File: config.mk
export PLATFORM = sky130hd
export DESIGN_NAME = afre_ctrl
export DESIGN_NICKNAME = d
export VERILOG_FILES = /design/src/hw/rtl/afre_pkg.sv /design/src/hw/rtl/afre_ctrl.sv
export SDC_FILE = /design/constraint.sdc
export NUM_CORES = 1
export LEC_CHECK = 0
export BUFFER_PORTS_ARGS = -buffer_cell sky130_fd_sc_hd__buf_2
export CORE_UTILIZATION = 48
export DETAILED_ROUTE_END_ITERATION = 12
export GPL_TIMING_DRIVEN = 1
export PLACE_DENSITY = 0.84
export SLEW_MARGIN = 10
export SYNTH_ARGS = -nofsm -noshare
export SYNTH_HDL_FRONTEND = slang
export SYNTH_SLANG_ARGS = --single-unit
File: constraint.sdc
create_clock -name clk -period 2.5 [get_ports clk]
set_clock_uncertainty 0.05 [all_clocks]
set_input_delay 0.625 -clock clk [delete_from_list [all_inputs] [get_ports clk]]
set_output_delay 0.625 -clock clk [all_outputs]
set_load 0.02 [all_outputs]
File: src/hw/rtl/afre_pkg.sv
// ----------------------------------------------------------------------------
// afre_pkg
// shared codes, constants and controller/datapath interface types
// ----------------------------------------------------------------------------
package afre_pkg;

  localparam logic [2:0] OP_TICK  = 3'd0;
  localparam logic [2:0] OP_PLAY  = 3'd1;
  localparam logic [2:0] OP_PAUSE = 3'd2;
  localparam logic [2:0] OP_SET   = 3'd3;
  localparam logic [2:0] OP_BASE  = 3'd4;

  localparam logic [15:0] UNITY   = 16'd32768;
  localparam logic [3:0]  MAX_RES = 4'd8;

  typedef struct packed {
    logic ld_in;
    logic dec;
    logic idx_inc;
    logic remove;
    logic flags_ld;
    logic mix_wr;
    logic base_wr;
    logic div_start;
    logic append;
    logic mul_ld;
    logic adv;
    logic tot_ld;
    logic emit;
    logic n_inc;
  } afre_cmd_t;

  typedef struct packed {
    logic is_tick;
    logic is_base;
    logic is_set;
    logic is_pause;
    logic op_bad;
    logic dur_zero;
    logic idx_lt;
    logic match;
    logic full;
    logic same;
    logic div_done;
    logic n_lt;
    logic out_empty;
  } afre_sts_t;

endpackage

File: src/hw/rtl/afre_ctrl.sv
// ----------------------------------------------------------------------------
// afre_ctrl
// command sequencer: cancel walk, divide, tick walk and result handoff
// ----------------------------------------------------------------------------
module afre_ctrl (
  input  logic                clk,
  input  logic                rst,
  input  logic                s_tvalid,
  output logic                s_tready,
  input  afre_pkg::afre_sts_t sts,
  output afre_pkg::afre_cmd_t cmd
);
  import afre_pkg::*;

  typedef enum logic [9:0] {
    ST_IDLE   = 10'b0000000001,
    ST_DECODE = 10'b0000000010,
    ST_CANCEL = 10'b0000000100,
    ST_ACT    = 10'b0000001000,
    ST_DIV    = 10'b0000010000,
    ST_MULT   = 10'b0000100000,
    ST_ADD    = 10'b0001000000,
    ST_TOT    = 10'b0010000000,
    ST_EMIT   = 10'b0100000000,
    ST_WAIT   = 10'b1000000000
  } state_t;

  state_t state, state_next;

  assign s_tready = (state == ST_IDLE);

  always_comb begin
    state_next = state;
    cmd = '0;
    unique case (state)
      ST_IDLE: begin
        if (s_tvalid) begin
          cmd.ld_in  = 1'b1;
          state_next = ST_DECODE;
        end
      end
      ST_DECODE: begin
        cmd.dec = 1'b1;
        if (sts.is_tick) begin
          state_next = ST_MULT;
        end else if (sts.op_bad) begin
          state_next = ST_IDLE;
        end else if (sts.is_base) begin
          cmd.base_wr = 1'b1;
          state_next  = ST_TOT;
        end else begin
          state_next = ST_CANCEL;
        end
      end
      ST_CANCEL: begin
        if (!sts.idx_lt) begin
          state_next = ST_ACT;
        end else if (sts.match) begin
          cmd.remove = 1'b1;
          state_next = ST_ACT;
        end else begin
          cmd.idx_inc = 1'b1;
        end
      end
      ST_ACT: begin
        cmd.flags_ld = 1'b1;
        if (sts.is_set && sts.same) begin
          state_next = ST_IDLE;
        end else if (!sts.dur_zero) begin
          if (sts.full) begin
            state_next = ST_EMIT;
          end else begin
            cmd.div_start = 1'b1;
            state_next    = ST_DIV;
          end
        end else begin
          cmd.mix_wr = 1'b1;
          if (sts.is_pause) begin
            state_next = ST_EMIT;
          end else begin
            state_next = ST_TOT;
          end
        end
      end
      ST_DIV: begin
        if (sts.div_done) begin
          cmd.append = 1'b1;
          cmd.emit   = 1'b1;
          state_next = ST_WAIT;
        end
      end
      ST_MULT: begin
        if (sts.idx_lt) begin
          cmd.mul_ld = 1'b1;
          state_next = ST_ADD;
        end else begin
          state_next = ST_IDLE;
        end
      end
      ST_ADD: begin
        cmd.adv    = 1'b1;
        state_next = ST_TOT;
      end
      ST_TOT: begin
        cmd.tot_ld = 1'b1;
        state_next = ST_EMIT;
      end
      ST_EMIT: begin
        if (!sts.is_tick || sts.n_lt) begin
          cmd.emit   = 1'b1;
          state_next = ST_WAIT;
        end else begin
          state_next = ST_MULT;
        end
      end
      ST_WAIT: begin
        if (sts.out_empty) begin
          if (sts.is_tick) begin
            cmd.n_inc  = 1'b1;
            state_next = ST_MULT;
          end else begin
            state_next = ST_IDLE;
          end
        end
      end
      default: state_next = ST_IDLE;
    endcase
  end

  always_ff @(posedge clk) begin
    if (rst) state <= ST_IDLE;
    else     state <= state_next;
  end
endmodule
==> flow_metrics.py, run 1 <==
metrics = {
    "status": {
        "status": "complete, but fails checks",
        "violations": "design-rule violations, negative setup slack",
    },
    "logic_synthesis": {
        "synth_area_leaders": "dfxtp_1 23%, nor2_1 4.3%, nor3_1 4.0%",
        "synth_warnings": 0,
        "ys_types": 45,
        "yosys_register_bits": 10,
        "ys_seq_area_frac": 0.2302,
        "avgSynthCellArea_um2": 8.282,
        "yosysTopAreaCellShare": 0.2302,
        "yosysTopAreaCell": "dfxtp_1",
        "netlist_area_um2": 869.6,
        "synthCells": 105,
        "synth.net_count": 121,
    },
    "power": {
        "powerDensity_nw_per_um2": 411.3,
        "pwr-share-clk": 0.284,
        "internal-power_mw": 0.3607,
        "switching_share": 0.3652,
        "pwr-share-comb": 0.416,
        "pwr-share-seq": 0.300,
        "p_sw_mw": 0.2075,
        "leakagePower_nw": 0.6300,
        "ir_worst_vdd_uv": 432.3,
    },
    "floorplan": {
        "core-area_um2": 1708,
        "die_area_um2": 1986,
        "die_h_um": 44.57,
        "num_rows": 15,
        "die_x_um": 44.57,
        "start_util": 0.5092,
        "io_pins": 31,
    },
    "critical_path": {
        "slowest_stage": "or4_4",
        "cp.arrival_ns": 2.04,
        "critPathLaunchType": "register",
        "path_buf_inv": 2,
        "path_cells": "or4_4, nor3_4, nand4_2, or3_4, inv_2, buf_6",
        "crit_path_max_fanout": 2,
        "path_class": "reg2out",
        "worst-path-stages": 6,
        "end_kind": "primary output",
        "required_ns": 1.82,
        "max_stage_delay_ns": 0.55,
        "rr_worst_depth": 14,
        "cp_top_family": "simple AND/OR/NAND/NOR gates",
    },
    "finish": {
        "top_regs": "state (10)",
        "drive_gt1_frac": 0.5854,
        "fillers": 110,
        "diodes": 0,
        "finalNetCount": 181,
        "largest_reg_flops": 10,
        "area_growth_pct": 58.85,
        "final_cells": 189,
        "regMostFlops": "state",
    },
    "detailed_routing": {
        "wl_mm": 3.341,
        "wire_per_inst_um": 17.68,
        "num_vias": 1179,
        "viasPerCell": 6.238,
        "postRouteAntennaNets": 0,
        "drt_first_pass_iters": 10,
        "drt_iter0_markers": 103,
        "drc": 2,
    },
    "clocking": {
        "clockBufferDepth": 2,
        "numCtsBuffers": 3,
        "cts_root_buf": "clkbuf_4",
        "htree_levels": 1,
        "clkTransAtPathRegs_ns": 0.09,
        "cts_sinks": 10,
        "cts_tree": "built",
        "clock_latency_ns": 0.29,
    },
    "run": {
        "max_cap_violations": 0,
    },
    "sta": {
        "tightestPinTransition_ns": 0.7270,
        "finalSetupTns_ns": -1.189,
        "finalCritPeriodShare": 1.087,
        "fin_ws_ns": -0.2165,
        "hold_viol": 0,
        "fmax_ghz": 0.3681,
        "drv_slew": 0,
        "min_period_ns": 2.716,
        "rsz0062_at_grt": "yes",
        "slew_headroom": 0.5085,
        "finalSetupViolations": 12,
    },
    "grt": {
        "grt_overflow_total": 0,
        "antenna_found_initial": 0,
        "grt_pass1_wl_mm": 4.740,
        "grt_max_degree": 14,
        "grt_pass1_vias": 1059,
        "global_route.usage.total": 0.3353,
    },
    "place": {
        "hpwl_mm": 1.771,
        "port_buffers": 30,
        "gp_congestion": 0.8570,
        "placed_cells": 167,
    },
    "hold_path": {
        "whs_path_depth": 2,
        "hp-class": "in2reg",
    },
}
## cell usage in the layout, fill, tap and decap left out, types with 3 or more instances in the layout
cell type,count
buf_2,20
buf_4,35
buf_6,7
clkbuf_4,3
dfxtp_1,6
dfxtp_2,3
inv_1,5
nand2_1,3
nand2b_1,3
nor2_1,10
nor3_1,5
nor4_2,3
nor4b_1,4
o21ai_0,3
## synthesized netlist by cell type (all sizes together)
| library cell | count |
|---|---|
| a2111o | 1 |
| a211o | 1 |
| a211oi | 2 |
| a21oi | 2 |
| a221oi | 1 |
| a31oi | 1 |
| a32o | 1 |
| and2 | 3 |
| and3 | 3 |
| and4 | 1 |
| buf | 3 |
| clkbuf | 4 |
| dfxtp | 10 |
| inv | 7 |
| mux2 | 1 |
| mux2i | 1 |
| nand2 | 5 |
| nand2b | 3 |
| nand3 | 1 |
| nand3b | 2 |
| nand4 | 2 |
| nand4b | 2 |
| nor2 | 10 |
| nor2b | 1 |
| nor3 | 9 |
| nor3b | 3 |
| nor4 | 5 |
| nor4b | 4 |
| o211ai | 1 |
| o21a | 1 |
| o21ai | 3 |
| o21ba | 1 |
| o21bai | 2 |
| o311ai | 1 |
| o31a | 1 |
| or2 | 1 |
| or3 | 1 |
| or4 | 2 |
| xor2 | 2 |
## logic make-up after synthesis
family / after synthesis / share of synthesized area
buf+inv: 14 / 0.1122
xor+xnor: 2 / 0.02015
flops: 10 / 0.2302
compound gates: 19 / 0.1683
mux: 2 / 0.02446
simple gates: 58 / 0.4446
## area by class of cell
class,instances,area (µm²),area share
Multi-Input combinational cell,81,638.1,0.4620
Timing Repair Buffer,62,441.7,0.3197
Sequential cell,10,207.7,0.1504
Clock buffer,4,36.28,0.02627
Tap cell,25,31.28,0.02265
Inverter,7,26.28,0.01902
## power groups by stage
stage | logic (mW) | registers [mW] | clock network (mW)
global route | 0.247 | 0.172 | 0.170
CTS | 0.213 | 0.170 | 0.155
finish | 0.236 | 0.171 | 0.162
floorplan | 0.119 | 0.183 | 0
detailed placement | 0.188 | 0.174 | 0
global placement | 0.186 | 0.174 | 0
## per-layer routing
layer / track usage / up-vias / part of all wire
met3: 0.06122 / 28 / 0.078
met2: 0.5794 / 85 / 0.50
li1: - / 509 / -
met4: 0.2364 / 0 / 0.052
met5: 0 / - / 0
met1: 0.3657 / 557 / 0.37
## through the flow
step / setup slack, ns / power (mW) / hold WS [ns] / cell area (µm²) / utilization
after floorplan: 0.02388 / 0.3019 / 0.5470 / 869.6 / -
after global placement: 0.1222 / 0.3601 / 0.5489 / 1085 / 0.6352
after detailed placement: 0.07573 / 0.3629 / 0.5680 / 1085 / 0.6352
after CTS: -0.1578 / 0.5375 / 0.4958 / 1323 / 0.7744
after global routing: -0.2671 / 0.5890 / 0.4930 / 1381 / 0.8088
final: -0.2165 / 0.5682 / 0.4947 / 1381 / 0.8088
## final timing paths
path,slack [ns],to,from
worst max-delay path,-0.22,cmd[6],state[4]
worst max register to register,-0.12,state[7],state[8]
worst min-delay path,0.49,state[4],rst
worst min register to register,0.64,state[9],state[0]
## repair_timing
item,4_1_cts,5_1_grt
endpoints found under the setup margin,8,14
buffers inserted,15,5
pin swaps,3,3
gates resized for setup,30,7
hold buffers,0,0
gates cloned,0,0
Note: power is estimated with default switching activity, not from simulation.
==> run 2, diff against run 1 <==
--- a/config.mk
+++ b/config.mk
@@ -9,7 +9,7 @@
 export CORE_UTILIZATION = 48
 export DETAILED_ROUTE_END_ITERATION = 12
 export GPL_TIMING_DRIVEN = 1
-export PLACE_DENSITY = 0.84
+export PLACE_DENSITY_LB_ADDON = 0.25
 export SLEW_MARGIN = 10
 export SYNTH_ARGS = -nofsm -noshare
 export SYNTH_HDL_FRONTEND = slang
==> run 2 against run 1 <==
Against the previous run: setup slack improved by 0.017 ns; combinational power decreased by 8.5%; cell count decreased by 3.7%; sequential power about the same; the run ends with negative setup slack left; routed wire length decreased by 15%; clock power decreased by 3%; non-clock buffer count decreased by 7; critical endpoint unchanged; sequential share of layout area increased by 0.79 points; largest cell class unchanged; largest power group unchanged; utilization decreased by 4.0 points; via count decreased by 8.9%.
==> flow_metrics.py, run 2 (synthesis gave the netlist of run 1 again) <==
metrics = {
    "sta": {
        "min_period_ns": 2.699,
        "tightestPinTransition_ns": 0.6380,
        "fin_ws_ns": -0.1994,
        "rsz0062_at_grt": "yes",
        "finalCritPeriodShare": 1.080,
        "drv_slew": 0,
        "finalSetupViolations": 8,
        "hold_viol": 0,
        "fmax_ghz": 0.3705,
        "slew_headroom": 0.5687,
        "finalSetupTns_ns": -0.7582,
    },
    "power": {
        "powerDensity_nw_per_um2": 414.3,
        "ir_worst_vdd_uv": 317.7,
        "leakagePower_nw": 0.5932,
    },
    "detailed_routing": {
        "drt_iter0_markers": 30,
        "viasPerCell": 5.901,
        "drc": 0,
        "drt_first_pass_iters": 4,
        "wl_mm": 2.825,
        "postRouteAntennaNets": 0,
        "num_vias": 1074,
        "wire_per_inst_um": 15.52,
    },
    "clocking": {
        "cts_tree": "built",
        "numCtsBuffers": 3,
        "clock_latency_ns": 0.28,
        "cts_sinks": 10,
        "clockBufferDepth": 2,
        "cts_root_buf": "clkbuf_4",
        "htree_levels": 1,
        "clkTransAtPathRegs_ns": 0.08,
    },
    "critical_path": {
        "cp-startpoint": "state[5]",
        "rr_startpoint": "state[4]",
        "end_kind": "primary output",
        "path_cells": "or4_4, nor3_4, nand4_2, or3_4, inv_2, buf_6",
        "max_stage_delay_ns": 0.53,
        "slowest_stage": "or4_4",
        "path_class": "reg2out",
        "cp.arrival_ns": 2.02,
        "required_ns": 1.82,
        "r2r-end": "state[6]",
        "ff2ff_setup_slack_ns": 0.37,
        "crit_end": "cmd[6]",
        "crit_path_max_fanout": 6,
        "rr_worst_depth": 8,
        "critPathLaunchType": "register",
    },
    "hold_path": {
        "whs_path_depth": 2,
        "hp-class": "in2reg",
    },
    "status": {
        "status": "complete, but fails checks",
        "violations": "negative setup slack",
    },
    "grt": {
        "antenna_found_initial": 0,
        "grt_pass1_wl_mm": 3.974,
        "grt_overflow_total": 0,
        "global_route.usage.total": 0.2805,
        "grt_max_degree": 14,
        "grt_pass1_vias": 949,
    },
    "floorplan": {
        "core-area_um2": 1708,
        "die_area_um2": 1986,
        "start_util": 0.5092,
        "io_pins": 31,
        "num_rows": 15,
        "die_h_um": 44.57,
        "die_x_um": 44.57,
    },
    "finish": {
        "largest_reg_flops": 10,
        "final_cells": 182,
        "layout_common_cells": "30 x buf_4, 22 x buf_2, 9 x nor2_1",
        "regMostFlops": "state",
        "area_growth_pct": 50.94,
        "mostFrequentLayoutCell": "buf_4",
        "diodes": 0,
        "finalNetCount": 174,
        "drive_gt1_frac": 0.5478,
        "top_regs": "state (10)",
    },
    "place": {
        "port_buffers": 30,
        "hpwl_mm": 1.868,
        "placed_cells": 168,
        "gp_congestion": 0.8845,
    },
    "run": {
        "max_cap_violations": 0,
    },
}
[run 2: layout make-up]
class | instances | area (µm²)
multi-input combinational | 81 | 641.9
inverter | 7 | 26.28
sequential | 10 | 207.7
tap | 25 | 31.28
timing repair buffer | 55 | 369.1
fill | 127 | 395.4
clock buffer | 4 | 36.28
[run 2: how the worst min path moves through the flow]
stage | from | endpoint
global route | rst | state[4]
global placement | state[0] | state[9]
finish | rst | state[4]
detailed placement | state[0] | state[9]
CTS | rst | state[4]
floorplan | state[0] | state[1]
[run 2: repair_timing]
| item | in CTS | in global routing |
|---|---|---|
| setup buffers | 6 | 5 |
| cloned | 0 | 0 |
| pin swaps | 2 | 4 |
| endpoints found under the setup margin | 8 | 12 |
| hold buffers | 0 | 0 |
| gates resized for setup | 21 | 9 |
[run 2: power by group]
| group | internal [mW] | switching [mW] | leakage (nW) |
|---|---|---|---|
| clock network | 0.0886 | 0.0679 | 0.0210 |
| registers | 0.166 | 0.00532 | 0.0834 |
| logic | 0.0945 | 0.122 | 0.489 |
[run 2: worst max-delay path: cells and delay by family (launching register included)]
| family | cells | cell delay (ns) |
|---|---|---|
| AND/OR/NAND/NOR | 4 | 1.21 |
| flip-flops | 1 | 0.35 |
| buffers and inverters | 2 | 0.18 |
[run 2: routing by layer]
| metal | up-vias | share of wire | track usage | wire length (µm) |
|---|---|---|---|---|
| li1 | 500 | - | - | - |
| met1 | 516 | 0.39 | 0.3259 | 1097 |
| met2 | 49 | 0.53 | 0.4971 | 1503 |
| met3 | 9 | 0.057 | 0.05714 | 162 |
| met4 | 0 | 0.022 | 0.1152 | 61 |
| met5 | - | 0 | 0 | 0 |
[run 2: metrics by stage]
| stage | hold WS, ns | area [µm²] | total power [mW] | util | worst slack (ns) |
|---|---|---|---|---|---|
| 6_report | 0.4963 | 1313 | 0.5438 | 0.7685 | -0.1994 |
| 5_1_grt | 0.4998 | 1313 | 0.5691 | 0.7685 | -0.2358 |
| 4_1_cts | 0.4912 | 1235 | 0.5309 | 0.7231 | -0.1529 |
| 3_5_place_dp | 0.5599 | 1092 | 0.3711 | 0.6396 | 0.06343 |
| 3_3_place_gp | 0.5495 | 1092 | 0.3668 | 0.6396 | 0.1180 |
| 2_1_floorplan | 0.5470 | 869.6 | 0.3019 | - | 0.02388 |
